==> config.mk <==
export PLATFORM = sky130hd
export DESIGN_NAME = tga_rle_pixel_decoder_flat
export DESIGN_NICKNAME = d
export VERILOG_FILES = /design/src/rtl/trle_pkg.sv /design/src/rtl/trle_byte_if.sv /design/src/rtl/trle_pix_if.sv /design/src/rtl/trle_pixcnt.sv /design/src/rtl/tga_rle_pixel_decoder.sv /design/src/flat_wrapper.sv
export SDC_FILE = /design/constraint.sdc
export NUM_CORES = 1
export LEC_CHECK = 0
export BUFFER_PORTS_ARGS = -buffer_cell sky130_fd_sc_hd__buf_2
export CAP_MARGIN = 20
export CORE_MARGIN = 4
export CORE_UTILIZATION = 40
export DETAILED_ROUTE_END_ITERATION = 10
export PLACE_DENSITY = 0.67
export SYNTH_ARGS = -nofsm -noshare
export SYNTH_HDL_FRONTEND = slang
export SYNTH_SLANG_ARGS = --single-unit
export TNS_END_PERCENT = 10
==> constraint.sdc <==
create_clock -name clk_i -period 4.3 [get_ports clk_i]
set_clock_uncertainty 0.2 [all_clocks]
set_input_delay 0.215 -clock clk_i [delete_from_list [all_inputs] [get_ports clk_i]]
set_output_delay 0.215 -clock clk_i [all_outputs]
set_load 0.02 [all_outputs]
==> src/rtl/trle_pkg.sv <==
// trle_pkg: shared types and constants of the tga rle pixel decoder
`timescale 1ns / 1ps

package trle_pkg;

  // run-length packet and pixel format
  localparam int unsigned MaxBurst = 64;
  localparam int unsigned BurstW   = $clog2(MaxBurst);
  localparam logic [2:0]  BppRgba  = 3'd4;
  localparam logic [2:0]  BppRgb   = 3'd3;

  // configuration register indexes (paddr bit 2)
  localparam logic RegBpp   = 1'b0;
  localparam logic RegCount = 1'b1;

  // register reset values
  localparam logic [2:0]  BppReset   = 3'd3;
  localparam logic [31:0] CountReset = 32'd1;

  typedef enum logic [1:0] {
    S_IDLE,
    S_LEFT,
    S_RUN,
    S_RAW
  } state_e;

  // sequencer to pixel counter
  typedef struct packed {
    logic step;
    logic close;
  } cnt_ctl_t;

  // pixel counter to sequencer
  typedef struct packed {
    logic overrun;
    logic image_end;
  } cnt_stat_t;

endpackage

==> src/rtl/trle_byte_if.sv <==
// trle_byte_if: compressed byte stream channel
`timescale 1ns / 1ps

interface trle_byte_if;
  logic       valid;
  logic       ready;
  logic [7:0] stream_byte;

  modport source (output valid, output stream_byte, input ready);
  modport sink (input valid, input stream_byte, output ready);
endinterface

==> src/rtl/trle_pix_if.sv <==
// trle_pix_if: decoded pixel channel
`timescale 1ns / 1ps

interface trle_pix_if;
  logic       valid;
  logic       ready;
  logic [7:0] red;
  logic [7:0] green;
  logic [7:0] blue;
  logic [7:0] alpha;
  logic       image_done;
  logic       overrun_error;
  logic       last_of_burst;

  modport source (
    output valid, output red, output green, output blue, output alpha,
    output image_done, output overrun_error, output last_of_burst,
    input ready
  );
  modport sink (
    input valid, input red, input green, input blue, input alpha,
    input image_done, input overrun_error, input last_of_burst,
    output ready
  );
endinterface

==> src/rtl/trle_pixcnt.sv <==
// trle_pixcnt: image pixel counter with overrun and image end compare
`timescale 1ns / 1ps

module trle_pixcnt (
  input  logic                clk_i,
  input  logic                rst_ni,
  input  logic [31:0]         count_i,
  input  trle_pkg::cnt_ctl_t  ctl_i,
  output trle_pkg::cnt_stat_t stat_o
);

  logic [31:0] done_q, done_d;
  logic [31:0] done_inc;

  assign done_inc         = done_q + 32'd1;
  assign stat_o.overrun   = (done_q >= count_i);
  // only meaningful when there is no overrun, so no wrap to worry about
  assign stat_o.image_end = (done_inc == count_i);

  always_comb begin
    done_d = done_q;
    if (ctl_i.step) begin
      priority if (stat_o.overrun) begin
        done_d = '0;
      end else if (ctl_i.close && stat_o.image_end) begin
        done_d = '0;
      end else begin
        done_d = done_inc;
      end
    end
  end

  always_ff @(posedge clk_i or negedge rst_ni) begin
    if (!rst_ni) begin
      done_q <= '0;
    end else begin
      done_q <= done_d;
    end
  end

endmodule

==> src/rtl/tga_rle_pixel_decoder.sv <==
// tga_rle_pixel_decoder: top level of the tga run-length pixel decoder
//
//  channel   dir  handshake       payload
//  in_i      in   valid/ready     stream_byte[7:0]
//  out_o     out  valid/ready     red, green, blue, alpha, image_done,
//                                 overrun_error, last_of_burst
//  apb       in   psel/penable    paddr[2:0], pwdata[31:0], prdata[31:0]
//
// headers and non-final pixel bytes are taken in the idle state
// the byte completing a pixel starts S_RAW, which emits it once, or S_RUN, which emits copies
// (up to 64 per burst), all through the single pixel counter compare unit
// a header following a truncated run first emits the remaining copies
// output stalls hold the sequencer; in_i is not ready while results are pending
// reset is asynchronous active low and clears all control state
`timescale 1ns / 1ps

module tga_rle_pixel_decoder (
  input  logic               clk_i,
  input  logic               rst_ni,
  trle_byte_if.sink          in_i,
  trle_pix_if.source         out_o,
  input  logic               psel,
  input  logic               penable,
  input  logic               pwrite,
  input  logic [2:0]         paddr,
  input  logic [31:0]        pwdata,
  output logic [31:0]        prdata,
  output logic               pready
);

  localparam int unsigned BW = trle_pkg::BurstW;

  // configuration
  logic [2:0]  bpp_q;
  logic [31:0] count_q;
  logic        cfg_wr;

  // sequencer state
  trle_pkg::state_e state_q, state_d;
  logic          exp_hdr_q, exp_hdr_d;
  logic          is_run_q, is_run_d;
  logic [7:0]    left_q, left_d;
  logic [1:0]    idx_q, idx_d;
  logic [31:0]   pix_q, pix_d;
  logic [BW-1:0] burst_q, burst_d;
  logic [7:0]    hdr_q, hdr_d;

  // output register
  logic       out_valid_q, out_valid_d;
  logic [7:0] red_q, green_q, blue_q, alpha_q;
  logic       done_flag_q, err_flag_q, last_flag_q;

  logic                emit, emit_err, emit_last, emit_ok;
  logic                hdr_load;
  logic [7:0]          hdr_byte;
  logic [2:0]          pix_size;
  trle_pkg::cnt_ctl_t  cnt_ctl;
  trle_pkg::cnt_stat_t cnt_stat;

  assign pready = 1'b1;
  assign cfg_wr = psel && penable && pwrite && pready;

  always_comb begin
    unique case (paddr[2])
      trle_pkg::RegBpp:   prdata = {29'd0, bpp_q};
      trle_pkg::RegCount: prdata = count_q;
      default:            prdata = '0;
    endcase
  end

  always_ff @(posedge clk_i or negedge rst_ni) begin
    if (!rst_ni) begin
      bpp_q   <= trle_pkg::BppReset;
      count_q <= trle_pkg::CountReset;
    end else if (cfg_wr) begin
      unique case (paddr[2])
        trle_pkg::RegBpp:   bpp_q <= pwdata[2:0];
        trle_pkg::RegCount: count_q <= pwdata;
        default:            ;
      endcase
    end
  end

  assign pix_size = (bpp_q == trle_pkg::BppRgba) ? trle_pkg::BppRgba : trle_pkg::BppRgb;
  assign emit_ok  = !out_valid_q || out_o.ready;

  trle_pixcnt u_pixcnt (
    .clk_i  (clk_i),
    .rst_ni (rst_ni),
    .count_i(count_q),
    .ctl_i  (cnt_ctl),
    .stat_o (cnt_stat)
  );

  always_comb begin
    state_d   = state_q;
    exp_hdr_d = exp_hdr_q;
    is_run_d  = is_run_q;
    left_d    = left_q;
    idx_d     = idx_q;
    pix_d     = pix_q;
    burst_d   = burst_q;
    hdr_d     = hdr_q;
    in_i.ready = 1'b0;
    emit      = 1'b0;
    emit_err  = 1'b0;
    emit_last = 1'b0;
    cnt_ctl   = '0;
    hdr_load  = 1'b0;
    hdr_byte  = in_i.stream_byte;

    unique case (state_q)
      trle_pkg::S_IDLE: begin
        in_i.ready = 1'b1;
        if (in_i.valid) begin
          if (exp_hdr_q) begin
            if (left_q != 8'd0) begin
              // finish the truncated run before taking this header
              hdr_d   = in_i.stream_byte;
              burst_d = '0;
              state_d = trle_pkg::S_LEFT;
            end else begin
              hdr_load = 1'b1;
            end
          end else begin
            unique case (idx_q)
              2'd0: pix_d[7:0]   = in_i.stream_byte;
              2'd1: pix_d[15:8]  = in_i.stream_byte;
              2'd2: pix_d[23:16] = in_i.stream_byte;
              2'd3: pix_d[31:24] = in_i.stream_byte;
              default: ;
            endcase
            if (({1'b0, idx_q} + 3'd1) >= pix_size) begin
              idx_d   = '0;
              burst_d = '0;
              state_d = is_run_q ? trle_pkg::S_RUN : trle_pkg::S_RAW;
            end else begin
              idx_d = idx_q + 2'd1;
            end
          end
        end
      end

      trle_pkg::S_LEFT, trle_pkg::S_RUN: begin
        if (emit_ok) begin
          emit         = 1'b1;
          cnt_ctl.step = 1'b1;
          if (cnt_stat.overrun) begin
            emit_err  = 1'b1;
            emit_last = 1'b1;
            left_d    = '0;
            idx_d     = '0;
            exp_hdr_d = 1'b1;
          end else begin
            left_d  = left_q - 8'd1;
            burst_d = burst_q + BW'(1);
            if (left_q == 8'd1 || burst_q == BW'(trle_pkg::MaxBurst - 1)) begin
              emit_last     = 1'b1;
              exp_hdr_d     = 1'b1;
              cnt_ctl.close = (left_q == 8'd1);
            end
          end
          if (emit_last) begin
            state_d = trle_pkg::S_IDLE;
            if (state_q == trle_pkg::S_LEFT) begin
              hdr_load = 1'b1;
              hdr_byte = hdr_q;
            end
          end
        end
      end

      trle_pkg::S_RAW: begin
        if (emit_ok) begin
          emit         = 1'b1;
          emit_last    = 1'b1;
          cnt_ctl.step = 1'b1;
          state_d      = trle_pkg::S_IDLE;
          if (cnt_stat.overrun) begin
            emit_err  = 1'b1;
            left_d    = '0;
            idx_d     = '0;
            exp_hdr_d = 1'b1;
          end else begin
            left_d = left_q - 8'd1;
            if (left_q == 8'd1) begin
              exp_hdr_d     = 1'b1;
              cnt_ctl.close = 1'b1;
            end
          end
        end
      end

      default: state_d = trle_pkg::S_IDLE;
    endcase

    // header: below 128 gives b+1 raw pixels, else b-127 run copies
    if (hdr_load) begin
      exp_hdr_d = 1'b0;
      idx_d     = '0;
      pix_d     = '0;
      is_run_d  = hdr_byte[7];
      left_d    = {1'b0, hdr_byte[6:0]} + 8'd1;
    end
  end

  always_comb begin
    out_valid_d = out_valid_q;
    if (emit) begin
      out_valid_d = 1'b1;
    end else if (out_o.ready) begin
      out_valid_d = 1'b0;
    end
  end

  always_ff @(posedge clk_i or negedge rst_ni) begin
    if (!rst_ni) begin
      state_q     <= trle_pkg::S_IDLE;
      exp_hdr_q   <= 1'b1;
      is_run_q    <= 1'b0;
      left_q      <= '0;
      idx_q       <= '0;
      pix_q       <= '0;
      burst_q     <= '0;
      out_valid_q <= 1'b0;
    end else begin
      state_q     <= state_d;
      exp_hdr_q   <= exp_hdr_d;
      is_run_q    <= is_run_d;
      left_q      <= left_d;
      idx_q       <= idx_d;
      pix_q       <= pix_d;
      burst_q     <= burst_d;
      out_valid_q <= out_valid_d;
    end
  end

  always_ff @(posedge clk_i) begin
    hdr_q <= hdr_d;
    if (emit) begin
      red_q       <= emit_err ? 8'd0 : pix_q[23:16];
      green_q     <= emit_err ? 8'd0 : pix_q[15:8];
      blue_q      <= emit_err ? 8'd0 : pix_q[7:0];
      alpha_q     <= (!emit_err && bpp_q == trle_pkg::BppRgba) ? pix_q[31:24] : 8'd0;
      done_flag_q <= !emit_err && cnt_stat.image_end;
      err_flag_q  <= emit_err;
      last_flag_q <= emit_last;
    end
  end

  assign out_o.valid         = out_valid_q;
  assign out_o.red           = red_q;
  assign out_o.green         = green_q;
  assign out_o.blue          = blue_q;
  assign out_o.alpha         = alpha_q;
  assign out_o.image_done    = done_flag_q;
  assign out_o.overrun_error = err_flag_q;
  assign out_o.last_of_burst = last_flag_q;

  // an error transaction carries no pixel and closes the burst
  a_err_clean: assert property (@(posedge clk_i) disable iff (!rst_ni)
    out_o.valid && out_o.overrun_error |->
      out_o.red == 8'd0 && out_o.green == 8'd0 && out_o.blue == 8'd0 &&
      out_o.alpha == 8'd0 && !out_o.image_done && out_o.last_of_burst)
    else $error("error transaction carries pixel data");

  // emit states never run with an empty packet
  a_copy_left: assert property (@(posedge clk_i) disable iff (!rst_ni)
    (state_q == trle_pkg::S_RUN || state_q == trle_pkg::S_LEFT ||
     state_q == trle_pkg::S_RAW) |-> left_q != 8'd0)
    else $error("emit state with no pixels left in packet");

  // a header byte taken while run copies are owed moves to S_LEFT
  a_no_owed: assert property (@(posedge clk_i) disable iff (!rst_ni)
    in_i.valid && in_i.ready |=> $past(!exp_hdr_q || left_q == 8'd0) ||
      state_q == trle_pkg::S_LEFT)
    else $error("byte taken with run copies pending");

  // a stalled result is not overwritten
  a_hold: assert property (@(posedge clk_i) disable iff (!rst_ni)
    out_o.valid && !out_o.ready |-> !emit)
    else $error("result overwritten while stalled");

endmodule
==> src/flat_wrapper.sv <==
// flat-port wrapper written by rule: the top's interface ports become plain ports
module tga_rle_pixel_decoder_flat 
  (clk_i, rst_ni, psel, penable, pwrite, paddr, pwdata, prdata, pready, in_i_valid, in_i_stream_byte, in_i_ready, out_o_valid, out_o_red, out_o_green, out_o_blue, out_o_alpha, out_o_image_done, out_o_overrun_error, out_o_last_of_burst, out_o_ready);
  trle_byte_if in_i_i ();
  trle_pix_if out_o_i ();
  input  logic clk_i;
  input  logic rst_ni;
  input  logic psel;
  input  logic penable;
  input  logic pwrite;
  input  logic [2:0] paddr;
  input  logic [31:0] pwdata;
  output logic [31:0] prdata;
  output logic pready;
  input wire logic [$bits(in_i_i.valid)-1:0] in_i_valid;
  input wire logic [$bits(in_i_i.stream_byte)-1:0] in_i_stream_byte;
  output wire logic [$bits(in_i_i.ready)-1:0] in_i_ready;
  output wire logic [$bits(out_o_i.valid)-1:0] out_o_valid;
  output wire logic [$bits(out_o_i.red)-1:0] out_o_red;
  output wire logic [$bits(out_o_i.green)-1:0] out_o_green;
  output wire logic [$bits(out_o_i.blue)-1:0] out_o_blue;
  output wire logic [$bits(out_o_i.alpha)-1:0] out_o_alpha;
  output wire logic [$bits(out_o_i.image_done)-1:0] out_o_image_done;
  output wire logic [$bits(out_o_i.overrun_error)-1:0] out_o_overrun_error;
  output wire logic [$bits(out_o_i.last_of_burst)-1:0] out_o_last_of_burst;
  input wire logic [$bits(out_o_i.ready)-1:0] out_o_ready;
  assign in_i_i.valid = in_i_valid;
  assign in_i_i.stream_byte = in_i_stream_byte;
  assign in_i_ready = in_i_i.ready;
  assign out_o_valid = out_o_i.valid;
  assign out_o_red = out_o_i.red;
  assign out_o_green = out_o_i.green;
  assign out_o_blue = out_o_i.blue;
  assign out_o_alpha = out_o_i.alpha;
  assign out_o_image_done = out_o_i.image_done;
  assign out_o_overrun_error = out_o_i.overrun_error;
  assign out_o_last_of_burst = out_o_i.last_of_burst;
  assign out_o_i.ready = out_o_ready;
  tga_rle_pixel_decoder u_core (.clk_i(clk_i), .rst_ni(rst_ni), .in_i(in_i_i), .out_o(out_o_i), .psel(psel), .penable(penable), .pwrite(pwrite), .paddr(paddr), .pwdata(pwdata), .prdata(prdata), .pready(pready));
endmodule
==> impl_metrics.json <==
{
  "cp.arrival_ps": 4220,
  "cts_buffers": 17,
  "boundaryPins": 120,
  "synth.ff_latch_count": 163,
  "yosys_warnings": 0,
  "dpl.hpwl_um": 17300,
  "synth_cell_types": 75,
  "cts_setup_buffers": 0,
  "cts_tree": "yes",
  "grt_pass1_wl_um": 40600,
  "timing.hold.ws_ps": 43.8,
  "drt_first_iter_violations": 498,
  "yosysSeqAreaShare_pct": 44.5,
  "htreeDepth": 4,
  "syn_to_final_growth_pct": 22.2,
  "final_cell_mix": "116 x buf_2, 116 x dfrtp_1, 109 x nand2_1",
  "routedWlPerCell_um": 16.9,
  "dieWidth_um": 163,
  "port_buffers": 116,
  "max_freq_mhz": 244,
  "clockBufferDepth": 2,
  "vias": 8110,
  "final-hold-violation-count": 0,
  "clk_latency_ps": 440,
  "cts_sinks": 163,
  "drc": 0,
  "worstSetupEndpointType": "flop",
  "slew_violations": 0,
  "ant_nets": 0,
  "fill_cells": 2187,
  "rows": 56,
  "power_density_mw_per_mm2": 523,
  "track_usage_pct": 19.1,
  "synth_fp_nets": 1101,
  "cts.root.buffer_cell": "clkbuf_16",
  "outcome": "finished clean",
  "antenna_found_initial": 0,
  "leakage_nw": 5.21,
  "syn_area_mm2": 0.00967,
  "slew_headroom_pct": 52.9,
  "dr.pass1.iters": 5,
  "diodes": 0,
  "final_core_util_pct": 50.0,
  "tightest_slew_ps": 698,
  "core_area_mm2": 0.0236,
  "grt_pass1_vias": 7827,
  "placedInstanceArea_mm2": 0.0107,
  "setup_violations": 0,
  "min_period_ps": 4100,
  "via_per_inst": 5.43,
  "wl_um": 25200,
  "grt_max_degree": 75,
  "ys.flop_type": "dfrtp_1",
  "avgSynthCellArea_um2": 9.64,
  "start_util_pct": 40.9,
  "final_nets": 1259,
  "path_clk_slew_ps": 80,
  "ir_worst_vdd_mv": 0.316,
  "period_share_pct": 95.3,
  "syn_inst": 1003,
  "fin_area_mm2": 0.0118,
  "gp_congestion": 0.949,
  "overflow": 0,
  "p_total_mw": 6.18,
  "hold_path_class": "input port to flop",
  "required_ps": 4420,
  "synth_edf_count": 43,
  "maxCapViolCount": 0,
  "criticalPathCategory": "flop to flop",
  "start_kind": "flop",
  "die_h_um": 163,
  "dieArea_mm2": 0.0267,
  "layout-drive-gt1-share_pct": 21.6,
  "async_reset_ff_share_pct": 73.6,
  "fin_setup_tns_ps": 0,
  "cp_max_fo": 6
}
worst paths after layout:
check                      slack [ps]                                   start  cells after the start                                    end
hold reg to reg                   320            u_core.pix_q[21]$_DFFE_PN0P_                      2           u_core.pix_q[21]$_DFFE_PN0P_
setup reg to reg                  200  u_core.u_pixcnt.done_q[29]$_DFFE_PN0P_                     16           u_core.left_q[6]$_DFFE_PN0P_
max in group asynchronous        2920                                  rst_ni                      4            u_core.bpp_q[0]$_DFFE_PN1P_
min in group asynchronous          50                                  rst_ni                      2  u_core.u_pixcnt.done_q[6]$_DFFE_PN0P_
hold / removal                     40                                 penable                      3            u_core.bpp_q[2]$_DFFE_PN0P_
setup / recovery                  200  u_core.u_pixcnt.done_q[29]$_DFFE_PN0P_                     16           u_core.left_q[6]$_DFFE_PN0P_
stage by stage:
step | setup slack (ps) | std cells
after global routing | -10.6 | 1493
after CTS | 137 | 1491
after detailed placement | 185 | 1417
after floorplan | 384 | 1003
final | 200 | 1493
after global placement | 167 | 1417
critical path: stages, from the launching register on:
cell	delay, ps
dfrtp_1	460
ha_1	330
nand4_1	220
nor4_2	410
buf_4	190
o31a_1	190
a31oi_1	60
buf_4	180
a21oi_1	280
mux2_2	390
ha_1	280
nand3_1	130
xor2_1	150
nor2_1	50
mux2i_1	210
o21ai_0	110
o311a_1	130
flip-flops by register name, summed over array words and instances (netlist names), 3 cells and up:
signal                  count
u_core.u_pixcnt.done_q     32
u_core.out_o.red            8
u_core.pix_q               32
u_core.out_o.green          8
u_core.out_o.blue           8
u_core.hdr_q                8
u_core.out_o.alpha          8
u_core.left_q               8
u_core.count_q             32
u_core.bpp_q                3
u_core.burst_q              6
synth_stat cells, drive strengths merged (20+ instances only):
library cell	number	area, µm²
clkbuf	38	143
nor3	20	105
mux2	41	462
ha	48	601
inv	49	184
a31oi	56	350
xor2	21	184
nand2	110	415
and2	63	394
edfxtp	43	1290
nand3	39	200
xnor2	31	272
a21oi	71	355
dfrtp	116	2900
o21ai	30	150
nor2	30	113
nand4	25	171
kinds of logic after synthesis:
group                    count (synthesis)  synth area share, %
buffers and inverters                  106                 4.35
XOR/XNOR                                52                 4.71
multiplexers                            48                 5.50
AO/OA/AOI/OAI                          210                 13.4
adder cells (fa/ha/maj)                 48                 6.21
flip-flops                             163                 44.5
AND/OR/NAND/NOR                        375                 21.3
other                                    1               0.0388
where the power goes:
part,switching [mW],internal [mW],leakage [nW]
clock,0.772,0.800,0.303
sequential,0.296,2.10,1.98
combinational,1.35,0.851,2.93
final cells by class:
class                   count  area (µm²)  share of cell area, %
flip-flops and latches    163        4300                   36.4
clock inverters            15         206                   1.75
repair buffers            196        1330                   11.3
multi-input cells         734        4970                   42.1
well taps                 319         399                   3.38
inverters                  49         184                   1.56
clock buffers              17         425                   3.60
what timing repair did:
item,in CTS,in global routing
hold buffers,42,0
endpoints found under the setup margin,0,3
endpoints found under the hold margin,149,0
resized for setup,0,3
metal layers:
metal / vias up / global-route usage [%] / share of wire [%]
met5: - / 0 / 0
met4: 0 / 6.25 / 2.2
met3: 34 / 3.63 / 5.6
met2: 242 / 31.9 / 49
met1: 3889 / 24.9 / 43
li1: 3945 / - / -
No activity file was read; power rests on OpenSTA's default activity.
